$ cat src/design/jpd_pkg.sv
`timescale 1ns / 1ps
`default_nettype none
package jpd_pkg;
  localparam int JOINTS = 6;
  localparam int ANG_W = 20;
  localparam int DELTA_W = ANG_W + 1;
  localparam int SPACING_W = 19;
  // wide enough for step counts up to 64
  localparam int N_W = 7;
  localparam int REACH_W = SPACING_W + N_W;
  localparam int DIST_W = 2 * ANG_W + 3;

  localparam logic [2:0] ADDR_STEP_LIMIT = 3'd0;
  localparam logic [SPACING_W-1:0] SPACING_RESET = SPACING_W'(655);

  // one classified waypoint handed from front to back
  typedef struct packed {
    logic [JOINTS-1:0][ANG_W-1:0] base;
    logic [JOINTS-1:0]            neg;
    logic [JOINTS-1:0][ANG_W-1:0] qd;
    logic [JOINTS-1:0][N_W-1:0]   rd;
    logic [N_W-1:0]               n;
    logic                         capped;
  } entry_t;
endpackage
`default_nettype wire

$ cat src/design/jpd_queue.sv
`timescale 1ns / 1ps
`default_nettype none
module jpd_queue (
  input  logic            clk,
  input  logic            rst,
  input  logic            push,
  input  jpd_pkg::entry_t push_entry,
  output logic            full,
  input  logic            pop,
  output logic            not_empty,
  output jpd_pkg::entry_t head
);
  import jpd_pkg::*;

  entry_t slot [2];
  logic wr_ptr, rd_ptr;
  logic [1:0] count;

  assign full = (count == 2'd2);
  assign not_empty = (count != 2'd0);
  assign head = slot[rd_ptr];

  // hold two waypoints between front and back
  always_ff @(posedge clk) begin
    if (rst) begin
      wr_ptr <= 1'b0;
      rd_ptr <= 1'b0;
      count <= 2'd0;
    end else begin
      if (push) wr_ptr <= ~wr_ptr;
      if (pop) rd_ptr <= ~rd_ptr;
      count <= count + 2'(push) - 2'(pop);
    end
  end

  always_ff @(posedge clk) begin
    if (push) slot[wr_ptr] <= push_entry;
  end
endmodule
`default_nettype wire

$ cat config.mk
export PLATFORM = sky130hd
export DESIGN_NAME = jpd_queue
export DESIGN_NICKNAME = d
export VERILOG_FILES = /design/src/design/jpd_pkg.sv /design/src/design/jpd_queue.sv
export SDC_FILE = /design/constraint.sdc
export NUM_CORES = 1
export LEC_CHECK = 0
export BUFFER_PORTS_ARGS = -buffer_cell sky130_fd_sc_hd__buf_2
export CORE_ASPECT_RATIO = 2
export CORE_MARGIN = 1
export CORE_UTILIZATION = 25
export DETAILED_ROUTE_END_ITERATION = 10
export MAX_ROUTING_LAYER = met4
export PLACE_DENSITY_LB_ADDON = 0.25
export SLEW_MARGIN = 20
export SYNTH_ARGS = -nofsm -noshare
export SYNTH_HDL_FRONTEND = slang
export SYNTH_SLANG_ARGS = --single-unit
$ cat constraint.sdc
create_clock -name clk -period 17.17 [get_ports clk]
set_input_delay 3.434 -clock clk [delete_from_list [all_inputs] [get_ports clk]]
set_output_delay 3.434 -clock clk [all_outputs]
set_load 0.05 [all_outputs]
==> reports/results.ini <==
[run_status]
status=complete, no violations

[critical_path]
cp-start-kind=register
end_kind=output port
required_ns=13.74
critical_path_arrival_ns=3.69
worstPathMaxFanout=58
worstSetupPathType=reg2out

[clock_tree]
clk_pin_slew_ns=0.06
post_cts_buffers=0
cts_tree=built
cts_hold_buf=0
cts_buffer_depth=3
clock_latency_ns=0.62
cts_inserted_buffers=53
ctsResizeCount=0
cts_root_buf=clkbuf_16
cts_sinks=597
h-tree-depth=2

[grt]
grt_max_degree=121
grt_first_pass_wirelength_um=75000
grtUsageTotal=0.113
grt_pass1_vias=11971
grt_overflow=0
antenna_found_initial=25

[sta]
layout_min_cycle_time_ns=7.13
min_period_over_period=0.415
slew_headroom=0.272
fmax_mhz=140
grt_setup_unrepaired=false
finClkSkew_ns=0.0240
worst_pin_slew_ns=1.09
setup_viol=0
slew_violations=0
timing.final.hold_violations=0
tns_ns=0

[power_and_ir_drop]
p_leak_nw=11.0
vdd_drop_max_v=0.000102
p_per_area_nw_per_um2=125

[synth]
yosys-top-cells-count=edfxtp_1 (592), mux2_4 (240), mux2_2 (56)
ys_seq_elements=597
yosys_warnings=0
yosys-top-cells-area=edfxtp_1 (79%), mux2_4 (16%), mux2_2 (2.8%)
syn_avg_cell_area_um2=24.0
async_reset_ff_frac=0
synth_cells=942
syn-num-nets=1244
synth-edff-count=592
synth_area_leader_cell=edfxtp_1
synth_top_area_frac=0.788
yosysUniqueCellTypes=14
yosysMostFrequentCell=edfxtp_1
ys.flop_type=edfxtp_1
yosysSeqAreaShare=0.792
syn_area_um2=22600

[cells_and_area]
fillers=8760
seqCellArea_um2=17900
area_delta_synth_final_pct=26.8
drive_gt1_frac=0.613
final_nets=1876
multi_input_area_um2=4360
utilization=0.320

[placed_design]
gp_congestion=0.737
dp_hpwl_um=35300
io_buffers=597

[drt]
dr_total_vias=11057
drtPass1Iterations=4
avgViaCountPerCell=3.93
wl_um=51900
final_antenna_net_count=0
remaining_drc_errors=0
drtIter0Drc=467
wl_per_cell_um=18.5

[die]
core_area_um2=89400
top_level_ports=598
die_area_um2=91600
start_util=0.252
rows=155
die_x_um=214
die_h_um=427

[hold_path]
worst_hold_path_type=reg2reg

[flow_run]
max_cap_violations=0

==> worst max-delay path, cell delays in order, from the launching register on <==
cell	delay (ns)
dfxtp_4	0.73
buf_4	0.68
buf_4	0.87
mux2_2	0.42
buf_2	0.21
==> stage by stage <==
step / instance area (µm²) / total power (W) / hold slack, ns / setup WS (ns) / std cells
floorplan: 22600 / 0.00228 / 0.480 / 0.0172 / 942
global placement: 26800 / 0.00240 / 0.494 / 10.13 / 2696
detailed placement: 26800 / 0.00241 / 0.498 / 10.05 / 2696
CTS: 28600 / 0.00365 / 0.517 / 9.91 / 2794
global route: 28600 / 0.00371 / 0.536 / 9.81 / 2810
finish: 28600 / 0.00358 / 0.510 / 10.04 / 2811
==> where the power goes <==
group | internal (W) | total, W | switching [W]
combinational | 0.000198 | 0.000640 | 0.000441
clock | 0.000671 | 0.00121 | 0.000541
sequential | 0.00170 | 0.00173 | 0.0000239
==> cell type report <==
class                      count  share of cell area
timing repair buffer         610               0.108
clock buffer                  64              0.0499
sequential                   597               0.625
tap                         1177              0.0515
clock inverter                34              0.0113
antenna                       17             0.00149
inverter                       2            0.000262
multi-input combinational    310               0.152
==> placed cells by master, fill, tap and decap left out, types with 3 or more instances in the layout <==
cell	synthesis	routed
buf_2	5	597
clkinv_1	0	10
bufinv_16	0	5
dfxtp_1	5	4
diode_2	0	17
mux2_4	240	240
clkbuf_16	0	54
clkinv_4	0	3
clkbuf_8	0	4
edfxtp_1	592	592
nor2_1	4	4
clkinv_2	0	10
mux2_2	56	56
buf_4	0	12
clkbuf_1	0	6
==> sequential cells by signal, summed over array words and instances, names as in the netlist, named ones only <==
| name | count |
|---|---|
| slot | 592 |
| count | 2 |
| rd_ptr | 1 |
| wr_ptr | 1 |
==> cell families after synthesis <==
logic type | count (synthesis) | share of synthesized area
flip-flops | 597 | 0.792
multiplexers | 296 | 0.188
buffers and inverters | 35 | 0.0154
AND/OR/NAND/NOR | 9 | 0.00205
XOR/XNOR | 3 | 0.00177
adder cells (fa/ha/maj) | 2 | 0.00111
==> layer usage <==
layer / GRT usage / up-vias / wire, µm
met1: 0.114 / 5438 / 19100
met2: 0.189 / 486 / 26000
met4: 0.0457 / 0 / 1520
met3: 0.0493 / 78 / 5250
li1: - / 5055 / -
met5: - / - / 0
==> final timing paths <==
kind | startpoint | to | slack (ns) | cells past startpoint
worst max register to register | wr_ptr$_SDFFE_PP0P_ | slot[0][253]$_DFFE_PP_ | 13.51 | 4
worst min-delay path | rd_ptr$_SDFFE_PP0P_ | rd_ptr$_SDFFE_PP0P_ | 0.51 | 2
worst min register to register | rd_ptr$_SDFFE_PP0P_ | rd_ptr$_SDFFE_PP0P_ | 0.51 | 2
worst max-delay path | register | head[26] | 10.04 | 4
Power figures use the tool's default switching activity.
