<file path="src/design/jpd_pkg.sv">
`timescale 1ns / 1ps
`default_nettype none
package jpd_pkg;
  localparam int JOINTS = 6;
  localparam int ANG_W = 20;
  localparam int DELTA_W = ANG_W + 1;
  localparam int SPACING_W = 19;
  // wide enough for step counts up to 64
  localparam int N_W = 7;
  localparam int REACH_W = SPACING_W + N_W;
  localparam int DIST_W = 2 * ANG_W + 3;

  localparam logic [2:0] ADDR_STEP_LIMIT = 3'd0;
  localparam logic [SPACING_W-1:0] SPACING_RESET = SPACING_W'(655);

  // one classified waypoint handed from front to back
  typedef struct packed {
    logic [JOINTS-1:0][ANG_W-1:0] base;
    logic [JOINTS-1:0]            neg;
    logic [JOINTS-1:0][ANG_W-1:0] qd;
    logic [JOINTS-1:0][N_W-1:0]   rd;
    logic [N_W-1:0]               n;
    logic                         capped;
  } entry_t;
endpackage
`default_nettype wire

</file>
<file path="src/design/jpd_back.sv">
`timescale 1ns / 1ps
`default_nettype none
module jpd_back (
  input  logic                                          clk,
  input  logic                                          rst,
  input  logic                                          q_not_empty,
  input  jpd_pkg::entry_t                               head,
  output logic                                          pop,
  output logic                                          out_valid,
  input  logic                                          out_stall,
  output logic [jpd_pkg::JOINTS-1:0][jpd_pkg::ANG_W-1:0] out_joint,
  output logic                                          last_of_run,
  output logic                                          step_capped
);
  import jpd_pkg::*;

  logic active;
  entry_t e;
  logic [N_W-1:0] k;
  logic [JOINTS-1:0][ANG_W-1:0] q;
  logic [JOINTS-1:0][N_W:0] r;

  logic advance;
  logic [JOINTS-1:0][N_W+1:0] rsum;
  logic [JOINTS-1:0][N_W:0] rn;
  logic [JOINTS-1:0][ANG_W-1:0] qn;
  logic [JOINTS-1:0][DELTA_W-1:0] pt;

  assign advance = active && (!out_valid || !out_stall);
  assign pop = !active && q_not_empty;

  // next rounded step per joint: running quotient and remainder
  always_comb begin
    for (int j = 0; j < JOINTS; j++) begin
      rsum[j] = {1'b0, r[j]} + {1'b0, e.rd[j], 1'b0};
      if (rsum[j] >= {1'b0, e.n, 1'b0}) begin
        rn[j] = (N_W+1)'(rsum[j] - {1'b0, e.n, 1'b0});
        qn[j] = q[j] + e.qd[j] + ANG_W'(1);
      end else begin
        rn[j] = rsum[j][N_W:0];
        qn[j] = q[j] + e.qd[j];
      end
      pt[j] = e.neg[j] ? {e.base[j][ANG_W-1], e.base[j]} - {1'b0, qn[j]}
                       : {e.base[j][ANG_W-1], e.base[j]} + {1'b0, qn[j]};
    end
  end

  // walk the steps of one run
  always_ff @(posedge clk) begin
    if (rst) begin
      active <= 1'b0;
    end else if (pop) begin
      active <= 1'b1;
    end else if (advance && k == e.n) begin
      active <= 1'b0;
    end
  end

  always_ff @(posedge clk) begin
    if (pop) begin
      e <= head;
      k <= N_W'(1);
      for (int j = 0; j < JOINTS; j++) begin
        q[j] <= '0;
        r[j] <= {1'b0, head.n};
      end
    end else if (advance) begin
      k <= k + N_W'(1);
      q <= qn;
      r <= rn;
    end
  end

  // output register
  always_ff @(posedge clk) begin
    if (rst) begin
      out_valid <= 1'b0;
    end else if (advance) begin
      out_valid <= 1'b1;
    end else if (!out_stall) begin
      out_valid <= 1'b0;
    end
  end

  always_ff @(posedge clk) begin
    if (advance) begin
      for (int j = 0; j < JOINTS; j++) out_joint[j] <= pt[j][ANG_W-1:0];
      last_of_run <= (k == e.n);
      step_capped <= e.capped;
    end
  end
endmodule
`default_nettype wire

</file>
<file path="config.mk">
export PLATFORM = sky130hd
export DESIGN_NAME = jpd_back
export DESIGN_NICKNAME = d
export VERILOG_FILES = /design/src/design/jpd_pkg.sv /design/src/design/jpd_back.sv
export SDC_FILE = /design/constraint.sdc
export NUM_CORES = 1
export LEC_CHECK = 0
export CAP_MARGIN = 20
export CORE_ASPECT_RATIO = 0.5
export CORE_UTILIZATION = 50
export CTS_CLUSTER_DIAMETER = 120
export DETAILED_ROUTE_END_ITERATION = 6
export DONT_BUFFER_PORTS = 1
export GPL_TIMING_DRIVEN = 1
export PLACE_DENSITY = 0.68
export REMOVE_ABC_BUFFERS = 1
export SKIP_CTS_REPAIR_TIMING = 1
export SYNTH_ARGS = -nofsm -noshare
export SYNTH_HDL_FRONTEND = slang
export SYNTH_SLANG_ARGS = --single-unit
</file>
<file path="constraint.sdc">
create_clock -name clk -period 10.7 [get_ports clk]
set_clock_uncertainty 0.05 [all_clocks]
set_input_delay 0.535 -clock clk [delete_from_list [all_inputs] [get_ports clk]]
set_output_delay 0.535 -clock clk [all_outputs]
set_load 0.02 [all_outputs]
</file>
==> impl_metrics.toml <==
[run_status]
status = "completed"

[cts]
ctsLongestPathBuffers = 3
cts_htree_levels = 2
tritoncts_clock_tree = "yes"
clk-insertion-delay-late_ns = 0.63
clkTransAtPathRegs_ns = 0.07
num_cts_buffers = 57
clk_root_buffer_cell = "sky130_fd_sc_hd__clkbuf_16"
tritoncts_num_sinks = 590

[grt]
number_of_global_route_vias_before_repair = 27515
grt_first_pass_wirelength_mm = 144
grt_max_degree = 202
grt.overflow.total = 0
grt_antenna_before_repair = 6
globalRouteTotalUtil = 0.228

[worst_setup_path]
worst_path_most_repeated_cell = "sky130_fd_sc_hd__ha_1"
required_ns = 11.02
crit_family = "compound AO/OA/AOI/OAI gates"
cp.buffers_inverters = 0
critPathSlowestCell = "sky130_fd_sc_hd__nand2_1"
worst_setup_path_end_kind = "register"
critical_path.max_stage_delay_ns = 0.61
ff2ff_path_depth = 28
setup.worst_path.class = "register to register"
worstSetupPathDepth = 28
worstPathArrival_ns = 8.30
setup.worst_path.start_class = "register"
path_max_fanout = 22

[synth]
postSynthAreaPerCell_sq_um = 10.2
post_synthesis_cell_type_with_the_largest_combined_area = "sky130_fd_sc_hd__edfxtp_1"
post_synth_instance_area_sq_um = 38400
synth-adder-area-share = 0.118
ys_types = 113
postSynthRegisterBits = 590
synth_top_area_share = 0.356
synth_sequential_area_ratio = 0.426
syn-instance-count = 3782
asyncSetResetFlopFracSynth = 0
postSynth.topFlopCell = "sky130_fd_sc_hd__edfxtp_1"
synth-edff-count = 455
xor_and_xnor_area_share_after_synthesis = 0.108
post_synth_and_or_nand_nor_area_fraction = 0.140
synth_compound_gate_area_share = 0.170
muxShareOfSynthArea = 0.0117
largest_family_of_logic_cells_by_synthesized_area = "compound AO/OA/AOI/OAI gates"
synthTopCellsByArea = "sky130_fd_sc_hd__edfxtp_1, sky130_fd_sc_hd__ha_1, sky130_fd_sc_hd__dfxtp_1"
ys_warn_count = 0

[place]
hpwlAfterDp_mm = 66.7
placement.io_buffers = 0
placed_area_sq_um = 39500
gpl.final_weighted_congestion = 0.896

[detailed_routing]
routed_wl_mm = 94.3
route.antenna.remaining_nets = 0
post-route-drc-count = 0
via_per_inst = 5.72
vias = 29402
drtPass1Iterations = 6
avgRoutedWirePerCell_microns = 18.4
detailed_router_s_first_iteration_violation_count = 1937

[timing]
hold_violations = 0
layout_worst_path_cycle_share = 0.745
finalCriticalPeriod_ns = 7.97
grt_setup_unrepaired = "no"
achievable-frequency_ghz = 0.125
setup_viol = 0
tightest_slew_ns = 1.01
setup_total_negative_slack_ns = 0
finalMaxSlewViolations = 0
slew-limit-headroom = 0.327

[pwr]
vdd_drop_max_mv = 0.191
power.total_mw = 16.1
leakage_nw = 17.4
power_per_cell_area_nw_per_um2 = 362

[floorplanning]
horizontal_extent_of_the_die_microns = 394
die-height_microns = 198
placement_rows = 71
floorplan.io_pins = 424
floorplan.die_area_sq_um = 78000
floorplan.initialDensity = 0.508
placeableCoreArea_sq_um = 75600

[finish]
final_nets = 4708
most-common-layout-cells = "sky130_fd_sc_hd__edfxtp_1, sky130_fd_sc_hd__ha_1, sky130_fd_sc_hd__nor2_1, sky130_fd_sc_hd__o21ai_0, sky130_fd_sc_hd__dlygate4sd3_1"
fin_area_sq_um = 44500
most_common_library_cell_in_the_layout_ignoring_fill_and_taps = "sky130_fd_sc_hd__edfxtp_1"
layout-area-overhead-vs-synth_pct = 15.8
layout-drive-gt1-share = 0.0487

[run]
max_cap_violations = 0

[min_path]
min_path_type = "input pin to register"
hold_depth = 1
==> where the power goes <==
| group | switching (mW) | leakage, nW | internal (mW) |
|---|---|---|---|
| Combinational | 5.66 | 11.0 | 4.14 |
| Sequential | 0.615 | 5.47 | 3.47 |
| Clock | 0.951 | 0.977 | 1.27 |
==> metrics by stage <==
step	util	std cells	hold WS, ns	setup WS (ns)
after global placement	0.522	4725	0.351	3.01
after CTS	0.549	4833	-0.117	2.74
after detailed placement	0.522	4725	0.380	2.79
final	0.588	5136	0.0314	2.73
after floorplan	-	3691	0.350	-1.22
after global routing	0.588	5134	0.00430	1.99
==> metal layers <==
metal | track usage | vias up | part of all wire
met5 | 0 | - | 0
met4 | 0.0703 | 0 | 0.022
met3 | 0.0278 | 144 | 0.034
met2 | 0.405 | 572 | 0.50
met1 | 0.290 | 14065 | 0.44
li1 | - | 14621 | -
==> cell usage after synthesis, drive strengths merged, types with 57 or more instances <==
cell type  instances
a31oi             57
a21oi            205
dfxtp            135
nor3              78
ha               325
a21o              81
inv              167
nand2            223
o21ai            314
nor2             317
xnor2            281
xor2             181
clkbuf            75
edfxtp           455
nand3            176
==> state kept, by name, summed over array words and instances (netlist names) <==
name	count
active	1
e	296
k	7
last_of_run	1
out_joint	120
out_valid	1
q	120
r	43
step_capped	1
==> worst paths after layout <==
check | from | endpoint | slack (ns)
setup / recovery | e[22] | out_joint[58] | 2.73
hold / removal | rst | active | 0.03
setup reg to reg | e[22] | out_joint[58] | 2.73
hold reg to reg | e[0] | step_capped | 0.37
==> logic make-up after synthesis <==
group,after synthesis
AO/OA/AOI/OAI,999
XOR/XNOR,466
adder cells (fa/ha/maj),349
buffers and inverters,258
flip-flops,590
multiplexers,44
AND/OR/NAND/NOR,1076
==> area by class of cell <==
class | instances | area (sq um)
diodes | 6 | 15.0
fillers | 6176 | 31100
multi-input cells | 2934 | 21100
well taps | 1022 | 1280
inverters | 167 | 639
clock inverters | 36 | 460
repair buffers | 309 | 3090
clock buffers | 72 | 1550
flip-flops and latches | 590 | 16400
==> worst register-to-register path: cells and delay by family, from the launching register on <==
family | cells | cell delay (ns)
AOI/OAI and AO/OA | 15 | 3.52
adders and majority gates | 5 | 1.61
and+or+nand+nor | 4 | 1.27
xor gates and xnor gates | 4 | 0.92
DFF | 1 | 0.37
(Power assumes the default switching activity.)
